$ cat src/hdl/ofe_mul.sv
// Shared signed multiplier with a registered product.
// No package dependencies.
module ofe_mul (
  input  logic               clk,
  input  logic signed [39:0] a,
  input  logic signed [24:0] b,
  output logic signed [64:0] p
);

  always_ff @(posedge clk) begin
    p <= 65'(a) * 65'(b);
  end

endmodule

$ cat config.mk
export PLATFORM = sky130hd
export DESIGN_NAME = ofe_mul
export DESIGN_NICKNAME = d
export VERILOG_FILES = /design/src/hdl/ofe_mul.sv
export SDC_FILE = /design/constraint.sdc
export NUM_CORES = 2
export LEC_CHECK = 0
export BUFFER_PORTS_ARGS = -buffer_cell sky130_fd_sc_hd__clkbuf_2
export CAP_MARGIN = 20
export CORE_ASPECT_RATIO = 1.2
export CORE_MARGIN = 5
export CORE_UTILIZATION = 66
export DETAILED_ROUTE_END_ITERATION = 8
export GPL_ROUTABILITY_DRIVEN = 0
export HOLD_SLACK_MARGIN = 0.12
export PLACE_DENSITY_LB_ADDON = 0.12
export SLEW_MARGIN = 20
export SYNTH_ARGS = -nofsm -noshare
export SYNTH_HDL_FRONTEND = slang
export SYNTH_SLANG_ARGS = --single-unit
export TNS_END_PERCENT = 100
$ cat constraint.sdc
create_clock -name clk -period 10.4 [get_ports clk]
set_clock_uncertainty 0.1 [all_clocks]
set_input_delay 1.04 -clock clk [delete_from_list [all_inputs] [get_ports clk]]
set_output_delay 1.04 -clock clk [all_outputs]
set_load 0.02 [all_outputs]
==> Word level (Yosys, flattened, before mapping) <==
Cells that the tools add are included.
{ "word_totals": {"wordCells": 2, "ff_bits": 65, "output_inout_bits": 65, "inputBits": 66} }
{ "op_classes": {"mul": 1} }
{ "ops": {"columns": ["operator", "count"], "rows": [
  ["$mul A40 B25 Y65", 1]
]} }

==> Longest topological paths before layout <==
{ "logic_depth": {"ltp_word": 1, "ltp_mapped": 27, "depth_no_buf": 25} }

==> Worst setup path after synthesis <==
No wires, ideal clock.
{ "synth_timing": {"kind": "input to register", "from": "input port a[39]", "to": "register p[60]", "n_path_buf": 2, "cell_stages": 24, "path_slack_ps": 2760, "setup_ps": 147, "required_ps": 10153, "arrival_time_ps": 7392, "path_cell_list": "clkbuf_1 nand2_1 inv_1 fa_1 fa_1 inv_1 fa_1 inv_1 fa_1 fa_1 fa_1 inv_1 fa_1 inv_1 ha_1 clkbuf_1 a21oi_1 o21bai_1 a21o_1 or3_1 a221o_1 and2_4 a2111oi_0 a311oi_1"} }
{ "synth_between": {"elab_chain_len": 1} }
{ "synth_lines": {"columns": ["element", "line", "rtl"], "rows": [
  ["start, declared", "5", "input logic signed [39:0] a,"],
  ["$mul A40 B25 Y65", "11", "p <= 65'(a) * 65'(b);"],
  ["end signal, assigned", "11", null],
  ["end, declared", "7", "output logic signed [64:0] p"]
]} }
Every way passes these cells.

==> Worst setup path in the final report <==
{ "layout_timing": {"from": "input port b[4]", "to": "register p[60]"} }
{ "layout_between": {"elab_chain_len": 1} }
{ "layout_lines": {"columns": ["element", "line", "rtl"], "rows": [
  ["start, declared", "6", "input logic signed [24:0] b,"],
  ["$mul A40 B25 Y65", "11", null]
]} }
Every way passes these cells.

==> run metrics <==
largest registers p: 65 flops; final number of setup-violating endpoints 0; count of buffers from port buffering 130; horizontal die dimension roughly 220 um; proportion of synthesized chip area in sequential cells 3.67%; post-detailed-routing wire length 99,500 um; max FFs per register 65; end point of the most critical hold path p[0]$_DFF_P_; flip-flop and latch count after synthesis 65; Unique masters post-synth 64; count of instances resized after the clock tree is built 0; global-route usage over all layers a little over a third; Post-Synthesis Net Count 5,062; via/cell ratio a little under 6; critical hold path startpoint a[0]; count of endpoints failing hold in the final timing report 0; number of synthesized flops with an enable pin 0; slew at the pin closest to its max-slew limit between 1 and 1.5 ns; clock buffers created by TritonCTS 9; post-route DRC violation count 0; fraction of final layout cells with drive strength greater than 1 4.61%; leading post-synthesis cells by cell area fa_1 (57%), inv_1 (9.9%), and2_1 (7.0%), nand2_1 (6.4%), ha_1 (6.0%); max incr delay on CP around 0.66 ns; Final period util slightly above 80%; Biggest register p; nature of the critical path endpoint flop; wire length of the first global-routing pass around 160,000 um; result of the run finished, final reports clean; Tmin final ~8.5 ns; area fraction of the dominant cell type after synthesis a little under three fifths; CP Buf/Inv Count 7; Worst Hold Depth 3; largest net degree at the start of global routing 41; arrival time reported for the critical path endpoint about 8.6 ns; number of antenna violations at the first check in global routing 1; Std-Cell Rows between 90 and 100; type of the setup path with the least slack primary input to flop; total I/O pin count 131; full die area ~58,000 um2; most repeated cell in the gate-level netlist after synthesis fa_1; vertical die dimension ~260 um; clock transition at the registers of the reported paths ~0.060 ns; max cap viols 0; Ys Warns 0; most common flop cell mapped by yosys dfxtp_1; Setup Fix Bufs, Post-CTS 0; Final TNS setup 0 ns; number of violations reported at the end of detailed-routing iteration 0 about 1,700; Congestion Overflow GR 0; commonest cells in the netlist fa_1 (1,003), inv_1 (935), nand2_1 (603); TritonCTS clock tree done; upper clock frequency limit 117 MHz; worst slew margin relative to its limit 21.3%; cell family with most CP delay adder cells; setup repair after global routing missed its margin false; detailed-route wire length per cell roughly 22 um; HPWL after detailed placement just under 80,000 um; area of the core between 50,000 and 60,000 um2; area of the mapped netlist about 35,000 um2; drt pass-1 iters 5; number of nets in the layout approximately 5,000; Final Slew Violations 0; crit-path cells clkbuf_2 > buf_4 > nand2_1 > inv_1 > fa_1 > fa_1 > inv_1 > fa_1 > inv_1 > fa_1 > fa_1 > fa_1 > inv_1 > fa_1 > inv_1 > ha_1 > a21oi_1 > o21bai_1 > a21o_1 > or3_1 > a221o_1 > and2_4 > a2111oi_0 > a311oi_1; Critical Path Source Type primary input; cell at the root of the clock tree clkbuf_16; average size of a mapped cell 9.27 um2; Post-DRT Antenna Nets 0; Post-CTS Hold Fix Bufs 0; H-Tree Level Count 3; TritonCTS Sinks 65; Worst EP required between 10 and 15 ns; Crit Path Max Fanout 29; vias in the first global route 29,022; effective utilization at floorplan 66.4%; path category of the worst min-delay check primary input to flop; FFs w/ async S/R, synth 0%; instance count of the mapped netlist about 3,800; Worst path most repeated cell fa_1; maximum count of clock buffers along a single path 2; largest area contributor in the synthesized netlist fa_1; area grow syn2layout 3.44%; Vias approximately 26,000; master of the slowest instance on the critical path clkbuf_2
## worst max-delay path by stage
stage	start	end	slack, ns	cells past startpoint
5_1_grt	b[1]	p[60]$_DFF_P_	1.64	23
2_1_floorplan	a[39]	p[60]$_DFF_P_	2.76	24
4_1_cts	b[1]	p[60]$_DFF_P_	1.96	23
6_report	b[4]	p[60]$_DFF_P_	1.87	24
3_5_place_dp	b[4]	p[60]$_DFF_P_	1.62	24
3_3_place_gp	b[4]	p[60]$_DFF_P_	1.69	24
## area by class of cell
class | instances | area, um2
Sequential cell | 65 | 1300
Clock inverter | 6 | 115
Multi-Input combinational cell | 2619 | 29900
Tap cell | 712 | 891
Fill cell | 4274 | 16700
Timing Repair Buffer | 142 | 741
Antenna cell | 1 | 2.50
Inverter | 936 | 3510
Clock buffer | 10 | 239
## placed cells by master, fill, tap and decap left out, types with 2 or more instances in the layout
master	netlist	routed
o21ai_0	24	24
nor2_1	65	65
nand2_1	603	603
o41ai_2	3	3
xnor2_1	48	48
nand4_1	16	16
clkbuf_2	1	130
clkbuf_16	0	9
dfxtp_1	65	65
and2_1	395	395
nor4_1	3	3
a31oi_1	12	12
nor3_1	11	11
a21oi_1	67	67
nand2b_1	12	12
a211oi_1	6	6
a31o_2	2	2
a21oi_2	2	2
o21ai_1	10	10
clkinv_4	0	2
and3_1	14	14
buf_4	1	12
a211o_1	5	5
or3_1	3	3
o31ai_1	4	4
a221oi_2	2	2
o21bai_1	19	19
nand3_1	16	16
inv_1	935	935
o211ai_1	3	3
fa_1	1003	1003
a41o_1	2	2
ha_1	171	171
xor2_1	21	21
nor2b_1	6	6
o21a_1	3	3
bufinv_16	0	3
a21o_1	41	41
a311oi_1	2	2
## routing by layer
layer	up-vias	wire, um	part of all wire, %	GRT usage (%)
met3	547	6270	6.3	4.66
li1	10838	-	-	-
met4	0	11600	12	29.8
met1	13518	30800	31	37.5
met2	1322	50900	51	61.1
met5	-	0	0	0
## worst min-delay path, cell delays in order
cell	delay, ns
clkbuf_2	0.08
buf_4	0.24
and2_1	0.19
## per-stage QoR
step	cell area, um2	hold slack (ns)	cells	utilization (%)	setup slack (ns)
final	36700	1.17	4491	68.6	1.87
after CTS	36700	1.16	4490	68.6	1.96
after detailed placement	36300	1.36	4474	68.0	1.62
after global placement	36300	1.36	4474	68.0	1.69
after floorplan	35400	1.18	3822	-	2.76
after global routing	36700	1.16	4491	68.6	1.64
## cells by family (layout without fill, tap and decap cells)
logic type      after synthesis  after routing  synth area share [%]
buf+inv                    1138           1094                  12.1
mux                           1              1                0.0318
simple gates               1153           1153                  15.6
compound gates              222            222                  4.23
xor+xnor                     69             69                  1.71
other cells                   0              1                     0
flops                        65             65                  3.67
fa+ha+maj                  1174           1174                  62.7
Power is not shown: default switching activity piles up to over one toggle a cycle in this logic, so the estimate is an artifact.
