$ cat src/hdl/ofe_pkg.sv
// Shared types and constants for the three-axis One Euro filter.
// No dependencies; the other files that use it refer to it by scoped names.
package ofe_pkg;

  localparam int SW = 24;                 // sample width
  localparam int AXES = 3;
  localparam int AXW = (AXES > 1) ? $clog2(AXES) : 1;
  localparam int DTW = 20;                // time step width
  localparam int CFGW = 16;               // config register width

  localparam logic [DTW-1:0] DEFAULT_DT_US = DTW'(16667);
  localparam logic [18:0] TWO_PI_Q16 = 19'd411775;
  localparam logic [20:0] US_PER_S = 21'd1000000;
  // 2^24 * 1e6 and that times 2^16
  localparam logic [63:0] ALPHA_D = 64'd16777216000000;
  localparam logic [63:0] ALPHA_DQ = 64'd1099511627776000000;
  localparam logic [23:0] FC_MAX = 24'hFFFFFF;
  localparam logic [16:0] ONE_Q16 = 17'd65536;

  localparam logic [5:0] ALPHA_STEPS = 6'd17;
  localparam logic [5:0] VEL_STEPS = 6'd32;

  typedef enum logic [1:0] {
    CFG_MIN_CUTOFF   = 2'd0,
    CFG_BETA_GAIN    = 2'd1,
    CFG_DERIV_CUTOFF = 2'd2
  } cfg_idx_t;

  // divider launch request
  typedef struct packed {
    logic       start;
    logic [5:0] steps;
  } div_req_t;

endpackage

$ cat src/hdl/ofe_div.sv
// Restoring divider, one quotient bit per cycle, pre-shifted divisor.
// Depends on ofe_pkg for the request struct.
module ofe_div (
  input  logic              clk,
  input  logic              rst,
  input  ofe_pkg::div_req_t req,
  input  logic [63:0]       dividend,
  input  logic [79:0]       divisor,
  output logic [31:0]       quotient,
  output logic              done
);

  logic [63:0] rem;
  logic [79:0] dsh;
  logic [5:0]  cnt;
  logic        ge;

  assign ge = {16'b0, rem} >= dsh;

  always_ff @(posedge clk) begin
    if (rst) begin
      cnt  <= '0;
      done <= 1'b0;
    end else begin
      done <= 1'b0;
      if (req.start) begin
        rem      <= dividend;
        dsh      <= divisor;
        cnt      <= req.steps;
        quotient <= '0;
      end else if (cnt != 6'd0) begin
        if (ge) rem <= rem - dsh[63:0];
        quotient <= {quotient[30:0], ge};
        dsh      <= dsh >> 1;
        cnt      <= cnt - 6'd1;
        if (cnt == 6'd1) done <= 1'b1;
      end
    end
  end

endmodule
$ cat config.mk
export PLATFORM = sky130hd
export DESIGN_NAME = ofe_div
export DESIGN_NICKNAME = d
export VERILOG_FILES = /design/src/hdl/ofe_pkg.sv /design/src/hdl/ofe_div.sv
export SDC_FILE = /design/constraint.sdc
export NUM_CORES = 1
export LEC_CHECK = 0
export BUFFER_PORTS_ARGS = -buffer_cell sky130_fd_sc_hd__buf_2
export CORE_ASPECT_RATIO = 1.5
export CORE_MARGIN = 2
export CORE_UTILIZATION = 58
export DETAILED_ROUTE_END_ITERATION = 16
export PLACE_DENSITY = 0.8
export SLEW_MARGIN = 5
export SYNTH_ARGS = -nofsm -noshare
export SYNTH_HDL_FRONTEND = slang
export SYNTH_SLANG_ARGS = --single-unit
$ cat constraint.sdc
create_clock -name clk -period 8 [get_ports clk]
set_input_delay 0.8 -clock clk [delete_from_list [all_inputs] [get_ports clk]]
set_output_delay 0.8 -clock clk [all_outputs]
set_load 0.02 [all_outputs]
# == Yosys cells after proc, flatten, opt, wreduce, memory -nomap -nowiden ==
# Index checks and enable logic that the tools add are counted.
# totals
out_inout_bits,33
wordCells,26
regBits,183
# op_classes
n_lt_le_gt_ge,1
eq_ne,1
add_sub_neg,2
n_mux,9
reduce_logical,6
bitwise_logic,2
# op_table
op,n
$mux W64,3
$mux W80,2
$ge A64 B80 Y1,1
$sub A64 B64 Y64,1
$mux W32,1
$mux W6,2
$eq A6 B1 Y1 const B,1
$reduce_bool A6 Y1,1
$sub A6 B1 Y6 const B,1
$reduce_bool A2 Y1,2
$reduce_and A3 Y1,1
$reduce_or A3 Y1,1
$not A1 Y1,2
$reduce_and A2 Y1,1
$mux W1,1

# == Longest topological paths before layout ==
# Gate-level depths: netlist of run 1.
# logic_depth
ltp_word,4
mapped_depth,14
depth_no_buf,14

# == Worst setup path after synthesis of run 1 ==
# No wires, ideal clock.
# synth_path
kind,reg-to-reg
startpoint,register dsh[0]
endpoint,register rem[0] (enable)
arrival_ns,5.120
required_ns,7.513
setup_ns,0.487
setup_slack_ns,2.392
stages_incl_launch_ff,14
period_less_slack_ns,5.608
path_cell_list,edfxtp_1 -> ha_1 -> fa_1 -> nor2b_1 -> o21bai_1 -> a21oi_1 -> o21bai_1 -> a2111oi_2 -> or4b_4 -> a21oi_4 -> o21ai_1 -> a21oi_1 -> o21a_1 -> nor2_1
# synth_via
elab_chain_len,3
# synth_rtl
element,line_no,rtl
from (decl),ofe_div.sv:14,logic [79:0] dsh;
from (signal assigned),ofe_div.sv:28,dsh <= divisor;
from (signal assigned),ofe_div.sv:34,dsh <= dsh >> 1;
$ge A64 B80 Y1,ofe_div.sv:18,"assign ge = {16'b0, rem} >= dsh;"
$reduce_bool A2 Y1 (no line),-,
$reduce_and A3 Y1 (no line),-,
to (signal assigned),ofe_div.sv:27,rem <= dividend;
to (signal assigned),ofe_div.sv:32,if (ge) rem <= rem - dsh[63:0];
to (decl),ofe_div.sv:13,logic [63:0] rem;
# No other way between the ends.
# A chain may end at the register's enable or synchronous reset.

# == Worst setup path in the final report of run 1 ==
# layout_path
startpoint,register rem[25]
endpoint,register rem[30] (enable)
# layout_via
elab_chain_len,3
# layout_rtl
element,line_no
$ge A64 B80 Y1,ofe_div.sv:18
$reduce_bool A2 Y1 (no line),-
$reduce_and A3 Y1 (no line),-
# No other way between the ends.

==> run_results.csv, run 1 <==
group,metric,value,unit
power_and_ir_drop,finalPower,0.00295,W
placement,place_hpwl,20500,um
timing,slew_headroom,0.344,
timing,period_minus_slack,4.34,ns
hold_path,hold_path_end,"cnt[0]",
job,cap_violations,0,
timing,clock_skew,0.0116,ns
grt,grt_overflow,0,
worst_setup_path,timing.reg2reg.setup_slack,3.66,ns
synthesis,syn_area,0.0116,mm^2
worst_setup_path,max_stage_delay,0.64,ns
die,core,0.0197,mm^2
layout,area_growth,12.7,%
clock_network,cts_sinks,183,
timing,fin_setup_tns,0,ns
synthesis,synth_nets,1432,
synthesis,synth_ff_type,"edfxtp_1",
worst_setup_path,critPathKind,"reg -> reg",
power_and_ir_drop,power.density,225,mW/mm^2
die,initial_core_util,0.590,
timing,rsz0062_at_grt,"no",
timing,slew_viol_final,0,
die,io_pins,186,
detailed_routing,ant_nets,0,
die,rows,63,
synthesis,syn_avg_cell_area,9.59,um^2
detailed_routing,via_count,9359,
detailed_routing,dr.pass1.iters,8,
detailed_routing,wl,27400,um
clock_network,clk_pin_slew,0.07,ns
grt,grt_pass1_wl,43800,um
clock_network,cts_tree,"yes",
clock_network,clkLatencyLatePin,0.45,ns
layout,finish.instance_area,0.0131,mm^2
synthesis,synthArstFlopShare,0,
synthesis,synth_largest_area_cell,"edfxtp_1",
synthesis,synth-seq-area-share,0.467,
placement,place_congestion,0.915,
clock_network,cts_resized,0,
timing,hold_viol,0,
synthesis,synth.area.top_cells,"edfxtp_1 (45%), ha_1 (7.1%), o21ai_0 (6.5%)",
hold_path,min_from,"rst",
grt,grt_pass1_vias,9302,
hold_path,holdPathStages,2,
worst_setup_path,r2r_start,"rem[25]",
placement,dp_slack,3.77,ns
clock_network,cts_root_buf,"clkbuf_16",
timing,max_slew.worst_pin.slew,0.984,ns
power_and_ir_drop,p_leak,5.59,nW
clock_network,postCtsHoldBufs,0,
worst_setup_path,crit_fanout,48,
layout,layout.nets,1570,
worst_setup_path,worstPathArrival,4.42,ns
worst_setup_path,worstSetupStartpointType,"flop",
timing,period_share,0.543,
detailed_routing,routed_via_density,5.76,
grt,grt_use_total,0.262,
synthesis,synth_cell_type_count,71,
timing,layout_setup_ws,3.66,ns
worst_setup_path,critPathBufInv,1,
clock_network,cts_buffer_depth,2,
placement,postPlaceCellArea,0.0125,mm^2
grt,grt_max_degree,112,
worst_setup_path,critPathTopFamily,"simple AND/OR/NAND/NOR gates",
detailed_routing,first_iter_violations,599,
timing,fmaxAchievable,0.230,GHz
clock_network,cts_buffers,17,
worst_setup_path,path_cells,"ha_1 > nand4_1 > nor4_1 > nand2_1 > a2111oi_2 > or4b_4 > a21oi_4 > o21ai_1 > a21oi_1 > o21a_1 > nor2_4 > buf_4",
placement,numPortBuffers,185,
worst_setup_path,crit_path_end_kind,"flop",
detailed_routing,drc,0,
synthesis,syn_inst,1212,
grt,antenna_found_initial,2,
worst_setup_path,worstReg2RegEnd,"rem[30]",
synthesis,yosys_warnings,0,
worst_setup_path,worstPathRequired,8.08,ns
power_and_ir_drop,ir_drop,194,uV
timing,setup_viol,0,
synthesis,synth_top_cell_area_share,0.455,
layout,drive_above_1_share,0.192,
die,dieArea,0.0212,mm^2
synthesis,synth_seq_cells,183,
detailed_routing,routedWlPerCell,16.9,um
run_status,status,"finished clean",
synthesis,synth_edf_count,176,
worst_setup_path,slowest_stage,"buf_4",
die,fp.dieH,177,um
hold_path,hold_class,"in -> reg",
clock_network,h-tree-depth,4,
die,chipWidth,120,um
clock_network,post-cts-setup-buffer-count,0,
worst_setup_path,reg2reg_depth,12,
-- placed cells by master (no fill, tap or decap), types with 4 or more instances in the layout --
cell       netlist  layout
nor2b_1         35      35
o21ai_0        151     151
a211oi_1         6       6
mux2_2          16      16
o31ai_1          6       6
inv_1           86      85
buf_4            0       4
or3_1            5       5
a21oi_1         82      82
clkinv_4         0       4
nor2_1          49      48
and3_1           8       8
nand2_1        195     195
o21ai_1          7       7
o21bai_1        14      14
xnor2_1         37      37
clkbuf_16        0      17
xor2_1          23      23
ha_1            66      66
o21a_1           7       7
nand3_1         12      12
buf_2            5     184
nand4_1         26      26
a21o_1          39      39
edfxtp_1       176     176
nand2b_1         9       9
dfxtp_1          7       7
nor4_1           9       9
a31oi_1         10      10
nor3_1           7       7
-- synth_stat cells (26+ instances only) --
| master | count |
|---|---|
| clkbuf_1 | 51 |
| xnor2_1 | 37 |
| inv_1 | 86 |
| o21ai_0 | 151 |
| ha_1 | 66 |
| a21oi_1 | 82 |
| nor2_1 | 49 |
| edfxtp_1 | 176 |
| nand4_1 | 26 |
| nor2b_1 | 35 |
| a21o_1 | 39 |
| nand2_1 | 195 |
-- area by class of cell --
class	count	area (um^2)
clock inverters	12	145
inverters	86	325
diodes	1	2.50
well taps	260	325
flip-flops and latches	183	5430
multi-input cells	873	5470
repair buffers	189	965
fillers	1648	6610
clock buffers	20	437
-- worst register-to-register path: cells and delay by family (launching register included) --
kind | cells | cell delay, ns
adders and majority gates | 1 | 0.44
DFF | 1 | 0.39
buffers and inverters | 1 | 0.65
and+or+nand+nor | 5 | 1.58
AOI/OAI and AO/OA | 5 | 0.86
-- routing by layer --
layer  vias up  wire, um  GRT usage
met5         -        27          0
met4         4      1230      0.143
met3        96      1470     0.0572
met2       307     14100      0.470
met1      4340     10600      0.286
li1       4612         -          -
-- cell families (layout without fill, tap and decap cells) --
group,after synthesis,after routing,synth area share
simple gates,369,369,0.146
mux,16,16,0.0155
buf+inv,156,307,0.0626
fa+ha+maj,67,67,0.0728
xor+xnor,60,60,0.0452
compound gates,361,361,0.191
other cells,0,1,0
flops,183,183,0.467
-- worst max path at each step --
stage	startpoint	end	slack, ns	depth (start not counted)
detailed placement	rem[0]	rem[20]	3.77	15
finish	rem[25]	rem[30]	3.66	12
floorplan	dsh[0]	rem[0]	2.39	13
global route	rem[25]	rem[2]	3.41	12
CTS	rem[0]	rem[2]	3.75	15
global placement	dsh[0]	rem[22]	3.90	14
-- state kept, by name, indices dropped and copies added (netlist names) --
signal,flops
dsh,80
rem,64
quotient,32
cnt,6
done,1
-- report_power, final --
group,leakage (nW),switching (W),internal [W],total (W)
combinational,3.54,0.000536,0.000342,0.000878
sequential,1.77,0.0000351,0.00119,0.00122
clock,0.287,0.000387,0.000467,0.000854
total,5.59,0.000958,0.00199,0.00295
-- through the flow --
step | hold slack (ns) | instances | utilization
final | 0.544 | 1624 | 0.665
after global routing | 0.551 | 1623 | 0.665
after CTS | 0.529 | 1623 | 0.665
after detailed placement | 0.554 | 1591 | 0.635
after global placement | 0.540 | 1591 | 0.635
after floorplan | 0.552 | 1212 | -
Note: power is estimated with default switching activity, not from simulation.
==> inputs of run 2 (changes only) <==
--- a/config.mk
+++ b/config.mk
@@ -5,10 +5,11 @@
 export SDC_FILE = /design/constraint.sdc
 export NUM_CORES = 1
 export LEC_CHECK = 0
+export ABC_AREA = 1
 export BUFFER_PORTS_ARGS = -buffer_cell sky130_fd_sc_hd__buf_2
 export CORE_ASPECT_RATIO = 1.5
 export CORE_MARGIN = 2
-export CORE_UTILIZATION = 58
+export CORE_UTILIZATION = 59
 export DETAILED_ROUTE_END_ITERATION = 16
 export PLACE_DENSITY = 0.8
 export SLEW_MARGIN = 5
==> constraint.sdc (replaced) <==
create_clock -name clk -period 4.5 [get_ports clk]
set_input_delay 0.45 -clock clk [delete_from_list [all_inputs] [get_ports clk]]
set_output_delay 0.45 -clock clk [all_outputs]
set_load 0.02 [all_outputs]
==> run_results.csv, run 2 <==
group,metric,value,unit
run_status,status,"finished clean",
hold_path,hold_class,"in -> reg",
timing,layout_setup_ws,1.54,ns
worst_setup_path,critPathTopFamily,"simple AND/OR/NAND/NOR gates",
layout,drive_above_1_share,0.143,
die,rows,67,
grt,met2_usage,0.642,
grt,grt_overflow,0,
timing,fmaxAchievable,0.338,GHz
layout,fillers,1964,
worst_setup_path,worstReg2RegEnd,"rem[36]",
clock_network,clkLatencyLatePin,0.46,ns
layout,top_regs,"dsh x80, rem x64, quotient x32",
power_and_ir_drop,finalPower,0.00537,W
grt,grt_use_total,0.340,
detailed_routing,via_count,12665,
timing,holdWs,0.243,ns
synthesis,syn_avg_cell_area,6.98,um^2
synthesis,syn_inst,1931,
detailed_routing,wl,40600,um
worst_setup_path,r2r_start,"rem[27]",
detailed_routing,routedWlPerCell,17.0,um
worst_setup_path,reg2reg_depth,14,
timing,setup_viol,0,
worst_setup_path,timing.reg2reg.setup_slack,1.54,ns
detailed_routing,ant_nets,0,
timing,period_share,0.657,
detailed_routing,routed_via_density,5.29,
die,initial_core_util,0.602,
placement,place_hpwl,32400,um
synthesis,synth.most_common_cell,"nand2_1",
layout,final_common_cell,"nand2_1",
worst_setup_path,worstPathRequired,4.59,ns
clock_network,cts_root_buf,"clkbuf_16",
clock_network,cts_buffer_depth,2,
clock_network,h-tree-depth,4,
synthesis,synth_largest_area_cell,"edfxtp_1",
grt,grt_max_degree,141,
job,cap_violations,0,
layout,final_cell_mix,"nand2_1 (651), inv_1 (385), buf_2 (184), edfxtp_1 (176), nor2_1 (140)",
layout,layout.nets,2324,
worst_setup_path,slowest_stage,"buf_4",
power_and_ir_drop,p_leak,7.92,nW
detailed_routing,drc,0,
timing,period_minus_slack,2.96,ns
synthesis,synth_seq_cells,183,
worst_setup_path,worstSetupStartpointType,"flop",
layout,area_growth,13.3,%
power_and_ir_drop,p_int,0.00338,W
synthesis,synth.area.top_cells,"edfxtp_1 (39%), nand2_1 (18%), inv_1 (11%)",
synthesis,synthArstFlopShare,0,
power_and_ir_drop,clockPowerShare,0.279,
layout,largest-register,"dsh",
clock_network,clk_pin_slew,0.07,ns
grt,antenna_found_initial,0,
power_and_ir_drop,power.density,352,mW/mm^2
timing,fin_setup_tns,0,ns
worst_setup_path,crit_path_end_kind,"flop",
layout,n_antenna_cell,0,
clock_network,post-cts-setup-buffer-count,0,
die,chipWidth,127,um
clock_network,postCtsHoldBufs,0,
synthesis,synth_nets,2151,
timing,hold_viol,0,
synthesis,synth_common_cells,"nand2_1 (651), inv_1 (385), edfxtp_1 (176), nor2_1 (142), o21ai_0 (121)",
synthesis,synth_edf_count,176,
synthesis,synth_ff_type,"edfxtp_1",
timing,slew_viol_final,0,
hold_path,min_from,"rst",
hold_path,holdPathStages,2,
grt,met1_usage,0.357,
worst_setup_path,crit_fanout,35,
timing,rsz0062_at_grt,"no",
power_and_ir_drop,ir_drop,299,uV
timing,slew_headroom,0.474,
clock_network,cts_tree,"yes",
detailed_routing,first_iter_violations,833,
worst_setup_path,critPathKind,"reg -> reg",
synthesis,synth_top_cell_area_share,0.392,
clock_network,cts_resized,0,
power_and_ir_drop,switching_share,0.372,
die,dieArea,0.0241,mm^2
worst_setup_path,path_cells,"ha_1 > nand2_1 > nor2_1 > nand2_1 > inv_1 > nand2_1 > nand2_1 > nand2_1 > nand2_1 > nand2_1 > nand4_1 > nor2_1 > nor2_4 > buf_4",
hold_path,hold_path_end,"cnt[1]",
worst_setup_path,cp_common_cell,"nand2_1",
die,io_pins,186,
clock_network,cts_buffers,17,
timing,max_slew.worst_pin.slew,0.788,ns
power_and_ir_drop,switchingPower,0.00200,W
synthesis,yosys_warnings,0,
layout,largest_reg_flops,80,
synthesis,synth-seq-area-share,0.403,
die,core,0.0224,mm^2
grt,use_met3,0.0418,
placement,place_congestion,1.02,
placement,numPortBuffers,185,
timing,clock_skew,0.0115,ns
worst_setup_path,worstPathArrival,3.05,ns
clock_network,cts_sinks,183,
placement,dp_slack,1.57,ns
power_and_ir_drop,p_seq_frac,0.395,
power_and_ir_drop,pwr-share-comb,0.326,
worst_setup_path,critPathBufInv,2,
grt,grt_pass1_wl,62600,um
grt,grt_most_used_layer,"met2",
die,fp.dieH,189,um
grt,grt_pass1_vias,12750,
synthesis,synth_cell_type_count,39,
detailed_routing,dr.pass1.iters,6,
synthesis,syn_area,0.0135,mm^2
worst_setup_path,max_stage_delay,0.43,ns
==> run 2: cell types whose count changed after synthesis, sizes merged, moves of 37 or more <==
cell | previous run | this run
a21o | 42 | 0
nand3 | 12 | 96
inv | 86 | 390
nor2 | 50 | 159
nand2 | 196 | 683
clkbuf | 58 | 21
==> run 2: cells by family (layout without fill, tap and decap cells) <==
group | Yosys count | count (layout) | synth area share
adders and majority gates | 67 | 67 | 0.0628
buffers and inverters | 429 | 615 | 0.121
xor gates and xnor gates | 19 | 19 | 0.0124
AOI/OAI and AO/OA | 233 | 233 | 0.0908
DFF | 183 | 183 | 0.403
and+or+nand+nor | 1000 | 1000 | 0.311
==> run 2: power groups by stage <==
| stage | registers (W) | clock network [W] | logic, W |
|---|---|---|---|
| floorplan | 0.00219 | 0 | 0.00115 |
| CTS | 0.00213 | 0.00151 | 0.00173 |
| finish | 0.00212 | 0.00150 | 0.00175 |
| detailed placement | 0.00216 | 0 | 0.00171 |
| global route | 0.00214 | 0.00156 | 0.00195 |
| global placement | 0.00215 | 0 | 0.00169 |
==> run 2: final cells by class <==
class                      instances  area, um^2  area share
clock buffer                      18         429      0.0281
inverter                         392        1470      0.0965
multi-input combinational       1319        6440       0.422
timing repair buffer             191        1000      0.0657
tap                              276         345      0.0226
sequential                       183        5430       0.355
clock inverter                    14         154      0.0101
==> run 2: stage by stage <==
stage / util / instance area, um^2 / cells
2_1_floorplan: - / 13500 / 1931
3_3_place_gp: 0.656 / 14700 / 2361
3_5_place_dp: 0.656 / 14700 / 2361
4_1_cts: 0.682 / 15300 / 2393
5_1_grt: 0.682 / 15300 / 2393
6_report: 0.682 / 15300 / 2393
==> run 2: how the worst max path moves through the flow <==
stage | from | end | slack (ns) | cells past startpoint
floorplan | req[6] | rem[0] | 0.14 | 6
global placement | rem[26] | rem[31] | 1.67 | 14
detailed placement | rem[27] | rem[25] | 1.57 | 14
CTS | rem[27] | rem[23] | 1.55 | 14
global route | rem[27] | rem[36] | 1.38 | 14
finish | rem[27] | rem[36] | 1.54 | 14
==> run 2: per-layer routing <==
layer,wire length [um],up-vias
li1,-,6419
met1,15100,5727
met2,21500,394
met3,1560,125
met4,2470,0
met5,0,-
